===== src/plbp_pkg.sv =====
// package for the piecewise linear branch predictor
// holds table sizes, weight limits and the saturating weight step; no dependencies
`default_nettype none
package plbp_pkg;
  localparam int unsigned WeightW = 8;
  localparam int unsigned SumW    = 15;
  localparam int unsigned ThreshW = 14;
  localparam int unsigned AddrW   = 64;
  // row and column counts, powers of two so that selection is a mask
  localparam int unsigned Rows    = 8;
  localparam int unsigned Cols    = 64;
  localparam int unsigned RowW    = (Rows > 1) ? $clog2(Rows) : 1;
  localparam int unsigned ColW    = $clog2(Cols);
  localparam logic signed [WeightW-1:0] WMax = 8'sd127;
  localparam logic signed [WeightW-1:0] WMin = -8'sd127;

  // saturating step of one weight
  function automatic logic signed [WeightW-1:0] bump(logic signed [WeightW-1:0] w,
                                                    logic up);
    logic signed [WeightW-1:0] r;
    r = w;
    if (up) begin
      if (w < WMax) r = w + 8'sd1;
    end else begin
      if (w > WMin) r = w - 8'sd1;
    end
    return r;
  endfunction
endpackage
`default_nettype wire


===== src/plbp_cell.sv =====
// one history position: its weight bank, its path and outcome history entry
// depends on plbp_pkg
`default_nettype none
module plbp_cell import plbp_pkg::*; (
  input  wire logic                   clk_i,
  input  wire logic                   rst_ni,
  input  wire logic                   clr_i,
  input  wire logic [RowW+ColW-1:0]   clr_addr_i,
  input  wire logic                   rd_i,
  input  wire logic [RowW-1:0]        row_i,
  input  wire logic                   wr_i,
  input  wire logic                   tk_i,
  input  wire logic                   shift_i,
  input  wire logic [ColW-1:0]        col_in_i,
  input  wire logic                   out_in_i,
  input  wire logic signed [SumW-1:0] sum_in_i,
  output logic signed [SumW-1:0]      sum_o,
  output logic [ColW-1:0]             col_o,
  output logic                        out_o
);
  localparam int unsigned Depth = Rows * Cols;
  logic signed [WeightW-1:0] mem [Depth];
  logic signed [WeightW-1:0] rd_q;
  logic [RowW+ColW-1:0] idx_q;
  logic [ColW-1:0] col_q;
  logic out_q;
  logic [RowW+ColW-1:0] idx;

  assign idx = {row_i, col_q};

  // weight bank, read then write back the same entry
  always_ff @(posedge clk_i) begin
    if (clr_i) begin
      mem[clr_addr_i] <= '0;
    end else if (wr_i) begin
      mem[idx_q] <= bump(rd_q, out_q == tk_i);
    end
    if (rd_i) begin
      rd_q  <= mem[idx];
      idx_q <= idx;
    end
  end

  // history entry, handed on to the next cell
  always_ff @(posedge clk_i or negedge rst_ni) begin
    if (!rst_ni) begin
      col_q <= '0;
      out_q <= 1'b0;
    end else if (shift_i) begin
      col_q <= col_in_i;
      out_q <= out_in_i;
    end
  end

  assign sum_o = out_q ? sum_in_i + SumW'(rd_q) : sum_in_i - SumW'(rd_q);
  assign col_o = col_q;
  assign out_o = out_q;
endmodule
`default_nettype wire


===== config.mk =====
export PLATFORM = sky130hd
export DESIGN_NAME = plbp_cell
export DESIGN_NICKNAME = d
export VERILOG_FILES = /design/src/plbp_pkg.sv /design/src/plbp_cell.sv
export SDC_FILE = /design/constraint.sdc
export NUM_CORES = 2
export LEC_CHECK = 0
export ABC_CLOCK_PERIOD_IN_PS = 27100
export BUFFER_PORTS_ARGS = -buffer_cell sky130_fd_sc_hd__buf_2
export CAP_MARGIN = 20
export CORE_MARGIN = 1.5
export CORE_UTILIZATION = 57
export DETAILED_ROUTE_END_ITERATION = 8
export PLACE_DENSITY_LB_ADDON = 0.3
export SETUP_SLACK_MARGIN = 0.15
export SYNTH_ARGS = -nofsm -noshare
export SYNTH_HDL_FRONTEND = slang
export SYNTH_SLANG_ARGS = --single-unit

===== constraint.sdc =====
create_clock -name clk_i -period 27.1 [get_ports clk_i]
set_input_delay 5.42 -clock clk_i [delete_from_list [all_inputs] [get_ports clk_i]]
set_output_delay 5.42 -clock clk_i [all_outputs]
set_load 0.02 [all_outputs]

== After elaboration in Yosys (flattened, before gate mapping) ==
Memory sizes are Yosys's and may differ from the RTL's. A register that Yosys moved wholly into a read port is not among the register bits.
Cells that the tools add are included.

* Multiplexer cells: 14
* Add/subtract/negate cells: 4
* Equal/unequal tests: 1
* Order comparisons: 2
* Reduce and logical (&&, ||, !) cells: 1

{| class="wikitable"
|+ Operator list
! operator !! number
|-
| 8-bit 2-to-1 mux || 6
|-
| 15-bit by 8-bit adder with 15-bit output || 1
|-
| 15-bit 2-to-1 mux || 1
|-
| 15-bit by 8-bit subtractor with 15-bit output || 1
|-
| 9-bit 2-to-1 mux || 1
|-
| 8-bit by 2-bit adder with 8-bit output (second input constant) || 1
|-
| 8-bit > comparator (second input constant) || 1
|-
| 8-bit < comparator (second input constant) || 1
|-
| 8-bit OR reduction || 1
|-
| 8-bit by 2-bit subtractor with 8-bit output (second input constant) || 1
|-
| 1-bit 2-to-1 mux || 6
|-
| 1-bit == test || 1
|}

* Output and inout port bits: 22
* Register bits: 16
* Bits of input ports: 41
* Memories kept: 1
* Memory bits (writable): 4096
* Logic and storage cells: 26

{| class="wikitable"
|+ Memories
! memory !! words !! bits a word !! read ports !! clocked after Yosys merged registers in !! wr ports !! line !! source
|-
| mem || 512 || 8 || 1 || 1 || 1 || plbp_cell.sv:22 || <nowiki>logic signed [WeightW-1:0] mem [Depth];</nowiki>
|}

== Depth between registers and ports, before layout ==
* Depth after elaboration: 6
* Mapped depth: 13
* Depth with buffers taken out: 13

== Least setup slack after synthesis ==
No wires, ideal clock.

* Kind: input to register
* Start: in tk_i
* End: mem mem[0][2] (data pin)
* Stages on the path: 5
* Library setup time: 4.275 ns
* Path buffers: 0
* Path slack: -3.946 ns
* Data arrival time: 26.771 ns
* Data required time: 22.825 ns
* Cell sequence: xor2_1 nand2_1 nor2_1 nor2_1 a211oi_1

* Cells in the longest elaborated chain, start to end: 5

{| class="wikitable"
|+ Ends and longest elaborated chain
! element !! line !! source
|-
| start: declaration || plbp_cell.sv:12 || <nowiki>input wire logic tk_i,</nowiki>
|-
| 1-bit == test || plbp_cell.sv:36 || <nowiki>mem[idx_q] <= bump(rd_q, out_q == tk_i);</nowiki>
|-
| 8-bit 2-to-1 mux || plbp_pkg.sv:22 || <nowiki>if (up) begin</nowiki>
|-
| 8-bit 2-to-1 mux || plbp_cell.sv:35 || <nowiki>end else if (wr_i) begin</nowiki>
|-
| 8-bit 2-to-1 mux || plbp_cell.sv:33 || <nowiki>if (clr_i) begin</nowiki>
|-
| 8-bit 2-to-1 mux (no line) || - ||
|-
| end: declaration || plbp_cell.sv:22 ||
|}

Every way passes these cells. The select of a mux whose other input is x is not followed.

== Final worst setup path ==
* Start: in sum_in_i[0]
* End: out sum_o[14]

* Cells in the longest elaborated chain, start to end: 2

{| class="wikitable"
|+ Ends and longest elaborated chain
! element !! line !! source
|-
| start: declaration || plbp_cell.sv:16 || <nowiki>input wire logic signed [SumW-1:0] sum_in_i,</nowiki>
|-
| 15-bit by 8-bit subtractor with 15-bit output or 15-bit by 8-bit adder with 15-bit output (tied branches) || plbp_cell.sv:55 || <nowiki>assign sum_o = out_q ? sum_in_i + SumW'(rd_q) : sum_in_i - SumW'(rd_q);</nowiki>
|-
| 15-bit 2-to-1 mux * || plbp_cell.sv:55 ||
|-
| end: declaration || plbp_cell.sv:17 || <nowiki>output logic signed [SumW-1:0] sum_o,</nowiki>
|}

Mark *: on every way between the ends. The rest lies on a longest branch, timed or not.

==> flow_metrics.tcl <==
set metrics [dict create \
    ys.flop_type "edfxtp_1" \
    post-cts-setup-buffers 0 \
    synth_top_area_share_pct 77.1 \
    max_freq_mhz 75.6 \
    worst_pin_slew_ns 1.37 \
    p_total_uw 13700 \
    crit_required_ns 21.68 \
    slew_headroom_pct 8.86 \
    drtPass1Iterations 6 \
    synth_area_leader_cell "edfxtp_1" \
    p_leak_uw 0.0558 \
    whs_ns 0.723 \
    cts-root-buf "clkbuf_16" \
    h-tree-depth 5 \
    yosysMostFrequentCell "edfxtp_1" \
    syn_avg_cell_area_um2 21.2 \
    dp_cells 11000 \
    grt_pass1_wl_um 545000 \
    syn_inst 7565 \
    synthTopCellsByArea "edfxtp_1 77%, mux4_2 14%, mux2i_1 1.6%, nor2_1 1.5%, o21ai_0 0.65%" \
    fin_nets 7749 \
    clock_path_buffers 4 \
    end_kind "output pin" \
    rsz0062_at_grt "no" \
    n_fill_cell 18000 \
    timing.final.hold_violations 0 \
    syn_area_um2 160000 \
    start_util_pct 57.3 \
    grt_pass1_vias 78300 \
    synth_edf_count 4113 \
    cp_data_arrival_time_ns 7.80 \
    dieHeight_um 533 \
    syn_nets 7627 \
    r2r_start "col_o[0]" \
    final_util_pct 63.4 \
    area_delta_synth_final_pct 10.5 \
    antenna_found_initial 15 \
    drc 0 \
    dp.final_hpwl_um 211000 \
    ios 63 \
    cts_tree "built" \
    synth_async_sr_flop_share_pct 0.170 \
    drv_cap 0 \
    status "completed" \
    seq_area_frac_synth_pct 77.2 \
    drive_gt1_share_pct 23.1 \
    vias 77800 \
    cts_resized 0 \
    final.setup_skew_ns 0.0509 \
    hp-class "flip-flop to flip-flop" \
    portBuffers 62 \
    routedWlPerCell_um 31.8 \
    crit_type "input port to output pin" \
    grt-ovfl-total 0 \
    clk_latency_ns 0.90 \
    yosys_warnings 0 \
    min_period_ns 13.22 \
    finalSetupViolCount 0 \
    peakVddDrop_mv 0.0657 \
    powerDensity_nw_per_um2 77.5 \
    synth-seq-cells 4120 \
    critPathMaxFanout 5 \
    ys_top_cells_by_count "4,113 x edfxtp_1, 1,025 x mux4_2, 641 x nor2_1" \
    final_max_slew_viol_count 0 \
    grt_max_degree 226 \
    drt-total-wl_um 373000 \
    drt.antenna.violating_nets 0 \
    core_um2 279000 \
    hold_buffers 0 \
    synth.distinct_cells 60 \
    critPathLaunch "sum_in_i[0]" \
    stdcell_count 11700 \
    pre_cts_slack_ns 13.91 \
    cts_sinks 4120 \
    die-area_um2 284000 \
    worst_setup_path_start_kind "input port" \
    via_per_inst 6.63 \
    setup_slack_ns 13.88 \
    num_rows 194 \
    cts.clk_slew.worst_paths_ns 0.06 \
    hp-start "col_o[5]" \
    die_w_um 533 \
    place.gp.congestion 0.848 \
    cts_buffers 396 \
    grtUsageTotal_pct 26.3 \
    drtIter0Drc 10600 \
    finalCritPeriodShare_pct 48.8 \
]
-- routing by layer --
metal / vias to the layer above / share of wire (%) / global-route usage, %
li1: 31700 / - / -
met1: 41200 / 38 / 37.7
met2: 4244 / 48 / 41.5
met3: 692 / 9.7 / 4.67
met4: 10 / 3.6 / 8.83
met5: - / 0.018 / 0
-- path summary, 6_finish.rpt --
path                              to  slack, ns  cells after the start
min                         idx_q[5]       0.72                      0
max                        sum_o[14]      13.88                     12
max in group asynchronous   col_o[4]      22.55                      1
min reg2reg                 idx_q[5]       0.72                      0
max reg2reg                  rd_q[1]      20.13                     12
min in group asynchronous   col_o[2]       4.35                      1
-- state kept, by name, indices dropped and copies added, names as in the netlist --
signal and cells:
idx_q 9, out_o 1, rd_q 8, mem 4096
col_o 6
-- worst max-delay path, stage by stage --
cell	delay, ns
buf_2	0.08
ha_1	0.15
inv_1	0.06
fa_1	0.43
nor2b_1	0.13
o21ai_0	0.12
a21boi_0	0.33
o221a_2	0.32
o211ai_1	0.13
and3_1	0.17
a311o_1	0.30
buf_2	0.16
-- where the power goes --
part	internal, µW	switching [µW]
clock network	3080	2320
logic	409	753
registers	7120	22.7
total	10600	3090
-- final cells by class --
type / instances / area (µm²) / share of cell area, %
clock buffer: 475 / 10300 / 5.84
tap: 3724 / 4660 / 2.63
antenna: 5 / 12.5 / 0.00707
clock inverter: 235 / 2210 / 1.25
multi-input combinational: 2967 / 34500 / 19.5
timing repair buffer: 189 / 1510 / 0.855
sequential: 4120 / 124000 / 69.9
inverter: 13 / 48.8 / 0.0276
-- kinds of logic (layout without fill, tap and decap cells) --
| group | Yosys count | count (layout) | share of synthesized area, % |
|---|---|---|---|
| xor gates and xnor gates | 20 | 20 | 0.109 |
| muxes | 1320 | 1320 | 16.3 |
| AOI/OAI and AO/OA | 568 | 568 | 2.13 |
| and+or+nand+nor | 1038 | 1038 | 2.71 |
| adders and majority gates | 21 | 21 | 0.169 |
| DFF | 4120 | 4120 | 77.2 |
| other | 0 | 5 | 0 |
| buffers and inverters | 478 | 912 | 1.40 |
-- stage by stage --
| step | setup TNS (ns) | cell area (µm²) |
|---|---|---|
| after floorplan | -2160.65 | 160000 |
| after global placement | 0 | 164000 |
| after detailed placement | 0 | 164000 |
| after CTS | 0 | 177000 |
| after global routing | 0 | 177000 |
| final | 0 | 177000 |
-- cells in the final DEF, fill, tap and decap left out, drive strengths merged, types with 20 or more instances in the layout --
cell type  synthesis  final
nand3            104    104
buf              247    187
inv               13     25
nand2            188    188
nor2             641    641
a221oi            20     20
o21ai            212    212
o221ai            26     26
o22ai            100    100
edfxtp          4113   4113
ha                20     20
mux2              41     41
mux4            1025   1025
mux2i            254    254
clkinv             0    172
bufinv             0     39
clkbuf           218    477
a21oi            125    125
o2bb2ai           32     32
No activity file was read; power rests on OpenSTA's default activity.
